### src/rtl/exs_pkg.sv
// ----------------------------------------------------------------------------
// exs_pkg: shared types for the exchange sorter
// Command and status groups between the controller and the datapath.
// ----------------------------------------------------------------------------
`default_nettype none

package exs_pkg;

  // Controller to datapath commands
  typedef struct packed {
    logic load;      // store or drop the accepted input word
    logic rd_q_sel;  // memory read address: 0 = p, 1 = q
    logic cur_load;  // take read data as the running minimum
    logic q_init;    // q <= p + 1
    logic cmp;       // compare read data with minimum, swap if smaller
    logic q_inc;     // q <= q + 1
    logic out_load;  // capture minimum into the output register
    logic p_inc;     // p <= p + 1
    logic done;      // list finished: clear count, drop flag and p
  } cmd_t;

  // Datapath to controller status
  typedef struct packed {
    logic last_p;    // p is the final stored position
    logic last_q;    // q is the final stored position
  } sts_t;

endpackage

`default_nettype wire

### src/rtl/exchange_sorter.sv
// ----------------------------------------------------------------------------
// exchange_sorter: collects a list of signed words and returns it ascending
// Exchange sort over a single-port-write element memory, emitting each
// position as soon as its minimum is settled.
// ----------------------------------------------------------------------------
//
//   channel  direction  handshake                payload
//   in       input      in_valid_i / in_stall_o  value_i, last_i
//   out      output     out_valid_o / out_stall_i sorted_value_o, final_res_o,
//                                                overflow_o
//
// Loading accepts one word per cycle. After the last word, each position is
// scanned for its minimum, each scan step being a read on the memory's
// registered read port and then a compare, and is emitted before the next.
// Words beyond MAX_LEN are dropped and flagged. Input is stalled from the
// last word until the final result is taken. Reset is asynchronous; the
// memory needs no clearing.
// ----------------------------------------------------------------------------
`default_nettype none

module exchange_sorter #(
  parameter int MAX_LEN    = 16,
  parameter int DATA_WIDTH = 32
) (
  input  logic                         clk_i,
  input  logic                         rst_ni,
  input  logic                         in_valid_i,
  output logic                         in_stall_o,
  input  logic signed [DATA_WIDTH-1:0] value_i,
  input  logic                         last_i,
  output logic                         out_valid_o,
  input  logic                         out_stall_i,
  output logic signed [DATA_WIDTH-1:0] sorted_value_o,
  output logic                         final_res_o,
  output logic                         overflow_o
);

  exs_pkg::cmd_t cmd;
  exs_pkg::sts_t sts;

  exs_ctrl u_ctrl (
    .clk_i       (clk_i),
    .rst_ni      (rst_ni),
    .in_valid_i  (in_valid_i),
    .last_i      (last_i),
    .in_stall_o  (in_stall_o),
    .out_valid_o (out_valid_o),
    .out_stall_i (out_stall_i),
    .cmd_o       (cmd),
    .sts_i       (sts)
  );

  exs_dpath #(
    .MAX_LEN    (MAX_LEN),
    .DATA_WIDTH (DATA_WIDTH)
  ) u_dpath (
    .clk_i          (clk_i),
    .rst_ni         (rst_ni),
    .cmd_i          (cmd),
    .sts_o          (sts),
    .value_i        (value_i),
    .sorted_value_o (sorted_value_o),
    .final_res_o    (final_res_o),
    .overflow_o     (overflow_o)
  );

  // Never accepting input while a result is on offer
  a_no_overlap: assert property (@(posedge clk_i) disable iff (!rst_ni)
    !in_stall_o |-> !out_valid_o)
    else $error("input open while result pending");

  // A last word closes the input side
  a_last_closes: assert property (@(posedge clk_i) disable iff (!rst_ni)
    (in_valid_i && !in_stall_o && last_i) |=> in_stall_o)
    else $error("input still open after last word");

  // Taking the final result reopens the input side
  a_final_reopens: assert property (@(posedge clk_i) disable iff (!rst_ni)
    (out_valid_o && !out_stall_i && final_res_o) |=> (!in_stall_o && !out_valid_o))
    else $error("input not reopened after final result");

endmodule

`default_nettype wire

### src/rtl/exs_dpath.sv
// ----------------------------------------------------------------------------
// exs_dpath: exchange sorter datapath
// Element memory, fill count, drop flag, position counters, running minimum
// and the output register.
// ----------------------------------------------------------------------------
`default_nettype none

module exs_dpath #(
  parameter int MAX_LEN    = 16,
  parameter int DATA_WIDTH = 32
) (
  input  logic                         clk_i,
  input  logic                         rst_ni,
  input  exs_pkg::cmd_t                cmd_i,
  output exs_pkg::sts_t                sts_o,
  input  logic signed [DATA_WIDTH-1:0] value_i,
  output logic signed [DATA_WIDTH-1:0] sorted_value_o,
  output logic                         final_res_o,
  output logic                         overflow_o
);

  localparam int IW = $clog2(MAX_LEN);
  localparam int CW = $clog2(MAX_LEN + 1);

  logic signed [DATA_WIDTH-1:0] mem [MAX_LEN];
  logic signed [DATA_WIDTH-1:0] rdata_q;
  logic signed [DATA_WIDTH-1:0] cur_d, cur_q;
  logic [CW-1:0]                count_d, count_q;
  logic                         drop_d, drop_q;
  logic [IW-1:0]                p_d, p_q, q_d, q_q;
  logic [IW-1:0]                rd_addr, wr_addr;
  logic                         wr_en;
  logic signed [DATA_WIDTH-1:0] wr_data;
  logic                         room;
  logic                         less;

  assign room = count_q < CW'(MAX_LEN);
  assign less = rdata_q < cur_q;

  // Status: compare positions against the fill count
  assign sts_o.last_p = (CW'(p_q) + CW'(1)) == count_q;
  assign sts_o.last_q = (CW'(q_q) + CW'(1)) == count_q;

  // Memory port selection
  assign rd_addr = cmd_i.rd_q_sel ? q_q : p_q;
  always_comb begin
    wr_en   = 1'b0;
    wr_addr = q_q;
    wr_data = cur_q;
    if (cmd_i.load && room) begin
      wr_en   = 1'b1;
      wr_addr = count_q[IW-1:0];
      wr_data = value_i;
    end else if (cmd_i.cmp && less) begin
      wr_en = 1'b1;
    end
  end

  // Element memory: one write, one registered read
  always_ff @(posedge clk_i) begin
    if (wr_en) begin
      mem[wr_addr] <= wr_data;
    end
    rdata_q <= mem[rd_addr];
  end

  // Next-state logic for control registers and running minimum
  always_comb begin
    count_d = count_q;
    drop_d  = drop_q;
    p_d     = p_q;
    q_d     = q_q;
    cur_d   = cur_q;
    if (cmd_i.load) begin
      if (room) begin
        count_d = count_q + CW'(1);
      end else begin
        drop_d = 1'b1;
      end
    end
    if (cmd_i.cur_load || (cmd_i.cmp && less)) begin
      cur_d = rdata_q;
    end
    if (cmd_i.q_init) begin
      q_d = p_q + IW'(1);
    end
    if (cmd_i.q_inc) begin
      q_d = q_q + IW'(1);
    end
    if (cmd_i.p_inc) begin
      p_d = p_q + IW'(1);
    end
    if (cmd_i.done) begin
      count_d = '0;
      drop_d  = 1'b0;
      p_d     = '0;
    end
  end

  always_ff @(posedge clk_i or negedge rst_ni) begin
    if (!rst_ni) begin
      count_q <= '0;
      drop_q  <= 1'b0;
      p_q     <= '0;
      q_q     <= '0;
    end else begin
      count_q <= count_d;
      drop_q  <= drop_d;
      p_q     <= p_d;
      q_q     <= q_d;
    end
  end

  // Payload registers
  always_ff @(posedge clk_i) begin
    cur_q <= cur_d;
    if (cmd_i.out_load) begin
      sorted_value_o <= cur_q;
      final_res_o    <= sts_o.last_p;
      overflow_o     <= drop_q;
    end
  end

endmodule

`default_nettype wire

### src/rtl/exs_ctrl.sv
// ----------------------------------------------------------------------------
// exs_ctrl: exchange sorter controller
// Sequences load, the per-position minimum scan with swaps, and the output
// handshake.
// ----------------------------------------------------------------------------
`default_nettype none

module exs_ctrl (
  input  logic          clk_i,
  input  logic          rst_ni,
  input  logic          in_valid_i,
  input  logic          last_i,
  output logic          in_stall_o,
  output logic          out_valid_o,
  input  logic          out_stall_i,
  output exs_pkg::cmd_t cmd_o,
  input  exs_pkg::sts_t sts_i
);

  typedef enum logic [2:0] {
    S_LOAD,  // collecting words
    S_RDP,   // read position p
    S_WTP,   // take element p as the running minimum
    S_RDQ,   // read position q
    S_CMP,   // compare and swap
    S_EMIT,  // load the output register
    S_OUT    // wait for the word to be taken
  } state_e;

  state_e state_q, state_d;
  logic   out_valid_d;
  logic   in_acc, out_acc;

  assign in_stall_o = state_q != S_LOAD;
  assign in_acc     = in_valid_i && !in_stall_o;
  assign out_acc    = out_valid_o && !out_stall_i;

  // Command decode and next state
  always_comb begin
    cmd_o       = '0;
    state_d     = state_q;
    out_valid_d = out_valid_o;
    case (state_q)
      S_LOAD: begin
        if (in_acc) begin
          cmd_o.load = 1'b1;
          if (last_i) begin
            state_d = S_RDP;
          end
        end
      end
      S_RDP: begin
        state_d = S_WTP;
      end
      S_WTP: begin
        cmd_o.cur_load = 1'b1;
        cmd_o.q_init   = 1'b1;
        state_d        = sts_i.last_p ? S_EMIT : S_RDQ;
      end
      S_RDQ: begin
        cmd_o.rd_q_sel = 1'b1;
        state_d        = S_CMP;
      end
      S_CMP: begin
        cmd_o.cmp = 1'b1;
        if (sts_i.last_q) begin
          state_d = S_EMIT;
        end else begin
          cmd_o.q_inc = 1'b1;
          state_d     = S_RDQ;
        end
      end
      S_EMIT: begin
        cmd_o.out_load = 1'b1;
        out_valid_d    = 1'b1;
        state_d        = S_OUT;
      end
      S_OUT: begin
        if (out_acc) begin
          out_valid_d = 1'b0;
          if (sts_i.last_p) begin
            cmd_o.done = 1'b1;
            state_d    = S_LOAD;
          end else begin
            cmd_o.p_inc = 1'b1;
            state_d     = S_RDP;
          end
        end
      end
      default: begin
        state_d     = S_LOAD;
        out_valid_d = 1'b0;
      end
    endcase
  end

  // State and registered valid
  always_ff @(posedge clk_i or negedge rst_ni) begin
    if (!rst_ni) begin
      state_q     <= S_LOAD;
      out_valid_o <= 1'b0;
    end else begin
      state_q     <= state_d;
      out_valid_o <= out_valid_d;
    end
  end

endmodule

`default_nettype wire

### config.mk
export PLATFORM = sky130hd
export DESIGN_NAME = exchange_sorter
export DESIGN_NICKNAME = d
export VERILOG_FILES = /design/src/rtl/exs_pkg.sv /design/src/rtl/exchange_sorter.sv /design/src/rtl/exs_dpath.sv /design/src/rtl/exs_ctrl.sv
export SDC_FILE = /design/constraint.sdc
export NUM_CORES = 1
export LEC_CHECK = 0
export BUFFER_PORTS_ARGS = -buffer_cell sky130_fd_sc_hd__buf_2
export CAP_MARGIN = 20
export CORE_MARGIN = 2
export CORE_UTILIZATION = 40
export DETAILED_ROUTE_END_ITERATION = 10
export PLACE_DENSITY_LB_ADDON = 0.15
export SLEW_MARGIN = 20
export SYNTH_ARGS = -nofsm -noshare
export SYNTH_HDL_FRONTEND = slang
export SYNTH_SLANG_ARGS = --single-unit
### constraint.sdc
create_clock -name clk_i -period 7.7 [get_ports clk_i]
set_input_delay 0 -clock clk_i [delete_from_list [all_inputs] [get_ports clk_i]]
set_output_delay 0 -clock clk_i [all_outputs]
set_load 0.1 [all_outputs]
==> flow_summary_export.csv <==
group,metric,value,unit
yosys,ys_ff_latch,628,
timing,rsz0062_at_grt,"no",
yosys,synth-xor-area-share,0.5086,%
pwr,ir_drop,493.1,uV
yosys,ys_seq_area_share,72.81,%
place,dpl.cell_count,2754,
setup_path,path_max_fanout,23,
detailed_routing,antenna_left,0,
yosys,synth_top_family_by_area,"simple AND/OR/NAND/NOR gates",
setup_path,worst_ep_arrival_time,4.59,ns
status,violations,"negative hold slack",
place,gp_congestion,0.7850,
job,maxCapViolCount,0,
timing,maxSlewViolCount,0,
setup_path,setup.worst_path.class,"reg -> reg",
floorplanning,core_area,0.06285,sq mm
yosys,yosysWarnings,0,
global_routing,grt_first_pass_wirelength,94.06,mm
timing,tightest_slew,1.128,ns
detailed_routing,vias_per_cell,5.222,
layout,layout_common_cells,"578 x edfxtp_1, 517 x nand2_1, 200 x nand3_1",
clock_tree,cts.reportedPaths.clkPinSlew,0.06,ns
yosys,synthSimpleGateAreaFrac,13.48,%
layout,final_common_cell,"edfxtp_1",
pwr,p_leak,10.36,nW
layout,fin_nets,2072,
yosys,synth_cells,1900,
floorplanning,pin_count,73,
status,status,"complete, but fails checks",
layout,antennaDiodeCount,0,
setup_path,critPathRequiredTime,7.94,ns
timing,finClkSkew,0.01904,ns
layout,post-route-util,46.54,%
timing,fin_tns_setup,0,ns
detailed_routing,drt-total-wl,61.46,mm
detailed_routing,firstDrtPassIters,5,
timing,relSlewSlack,24.27,%
detailed_routing,wl_per_cell,21.21,um
timing,finalSetupViolCount,0,
timing,max_freq,229.7,MHz
setup_path,path_delay_family,"simple AND/OR/NAND/NOR gates",
detailed_routing,vias,15130,
worst_hold_path,hold_path.class,"in -> reg",
place,port_buffers,72,
global_routing,grt_max_degree,193,
layout,areaGrowthSynthToFinish,15.45,%
detailed_routing,drc,0,
yosys,avgSynthCellArea,13.34,sq um
setup_path,cp_slowest_cell,"nor4_1",
clock_tree,clk_latency,0.60,ns
clock_tree,cts_buffers,67,
setup_path,crit_path_end_kind,"flip-flop",
setup_path,max_stage_delay,0.75,ns
pwr,power.density,425.3,mW/mm^2
yosys,synth_compound_area_share,4.741,%
clock_tree,clockBufferDepth,3,
layout,stdcell_count,2897,
global_routing,antenna_found_initial,1,
timing,finalHoldViolCount,80,
timing,post-route-period-util,56.53,%
place,hpwl,34.46,mm
global_routing,overflow,0,
detailed_routing,drt_iter0_markers,1169,
yosys,synth_top_cell_by_area,"edfxtp_1",
setup_path,path_cells,"inv_1, ha_1, nand4_1, nor4_1, a221oi_1, o31ai_1, a21oi_4, buf_16, nor2_4, buf_4",
yosys,synth_cell_types,54,
global_routing,grt_usage,18.88,%
timing,fin_crit,4.353,ns
layout,drive_gt1_share,12.38,%
global_routing,grt_pass1_vias,14870,
clock_tree,cts.sinks,628,
yosys,synthAdderAreaFrac,1.679,%
floorplanning,dieArea,0.06537,sq mm
clock_tree,clockRootBuffer,"clkbuf_16",
yosys,syn_nets,1971,
yosys,synth_edf_count,578,
yosys,synthArstFlopShare,2.866,%
floorplanning,core.rowCount,92,
setup_path,cp_num_buf_inv,3,
setup_path,start_kind,"flip-flop",
clock_tree,h-tree-depth,3,
yosys,synth_mux_area_share,4.143,%
yosys,synthFlopType,"edfxtp_1",
timing,whs,-0.03152,ns
clock_tree,cts_tree,"yes",
floorplanning,die_w,255.7,um
yosys,synth.top_cell.area_share,68.50,%
yosys,ys_top_cells_by_area,"edfxtp_1 69%, nand2_1 7.7%, mux2i_1 4.0%",
floorplanning,initial_core_util,40.31,%
floorplanning,die_h,255.7,um
yosys,syn-cell-area,0.02534,sq mm
[through the flow]
step | cell area [sq um] | setup WS (ns) | total power, mW | hold WS (ns)
floorplan | 25340 | 2.050 | 7.999 | -0.2956
global placement | 26780 | 3.233 | 9.379 | -0.03521
detailed placement | 26870 | 3.230 | 9.447 | -0.02901
CTS | 29160 | 3.195 | 12.57 | 0.09024
global route | 29250 | 3.062 | 13.18 | 0.002603
finish | 29250 | 3.347 | 12.44 | -0.03152
[worst reg2reg max path: stages (launching register included)]
cell and delay [ns]:
edfxtp_1 0.35, inv_1 0.07, ha_1 0.42, nand4_1 0.32, nor4_1 0.75, a221oi_1 0.37, o31ai_1 0.48, a21oi_4 0.18
buf_16 0.23, nor2_4 0.34, buf_4 0.48
[final timing paths]
path,depth (start not counted),slack (ns),endpoint,from
max in group asynchronous,3,6.56,u_dpath.q_q[0],rst_ni
hold / removal,3,-0.03,u_dpath.mem[7][14],value_i[14]
setup reg to reg,10,3.35,u_dpath.mem[12][12],u_dpath.cur_q[31]
setup / recovery,10,3.35,u_dpath.mem[12][12],u_dpath.cur_q[31]
min in group asynchronous,3,0.59,u_dpath.drop_q,rst_ni
hold reg to reg,0,0.44,u_dpath.cur_q[9],u_dpath.rdata_q[9]
[synth_stat cells (all sizes together), types with 10 or more instances]
library cell and number:
a32oi 33, inv 36, edfxtp 578, nand3 200
nor3 10, o21ai 47, nor2 40, dfxtp 32
ha 34, buf 70, a31oi 10, nand2 519
a21oi 24, clkbuf 39, mux2i 100, o221ai 33
dfrtp 18
[layer usage]
layer / routed length [um] / track usage (%)
met5: 0 / 0
met2: 28860 / 30.31
met3: 2506 / 2.664
met4: 1067 / 5.344
met1: 29030 / 26.91
[report_power, final]
group	leakage (nW)	switching, mW	internal (mW)
combinational	3.63	3.13	1.26
sequential	5.72	0.248	4.72
clock	1.01	1.30	1.78
[state kept, by name, indices dropped and copies added (netlist names)]
signal / count
u_dpath.overflow_o: 1
u_dpath.cur_q: 32
u_dpath.count_q: 5
u_dpath.final_res_o: 1
u_dpath.sorted_value_o: 32
u_ctrl.state_q: 3
u_dpath.rdata_q: 32
u_dpath.p_q: 4
u_dpath.mem: 512
u_dpath.drop_q: 1
u_ctrl.out_valid_o: 1
u_dpath.q_q: 4
[layout make-up]
| class | instances | area (sq um) |
|---|---|---|
| inverters | 36 | 135.1 |
| clock inverters | 29 | 264.0 |
| flip-flops and latches | 628 | 18450 |
| multi-input cells | 1127 | 6484 |
| clock buffers | 90 | 1804 |
| well taps | 846 | 1059 |
| fillers | 5692 | 33600 |
| repair buffers | 141 | 1059 |
[logic make-up (layout without fill, tap and decap cells)]
family                     after synthesis  count (layout)
AOI/OAI and AO/OA                      169             169
xor gates and xnor gates                13              13
adders and majority gates               34              34
buffers and inverters                  145             296
DFF                                    628             628
muxes                                  104             104
and+or+nand+nor                        807             807
[what timing repair did]
item                      4_1_cts  5_1_grt
hold buffers                   22        0
gates resized for setup         0        0
buffers inserted                0        0
hold endpoints to repair      276        0
No activity file was read; power rests on OpenSTA's default activity.
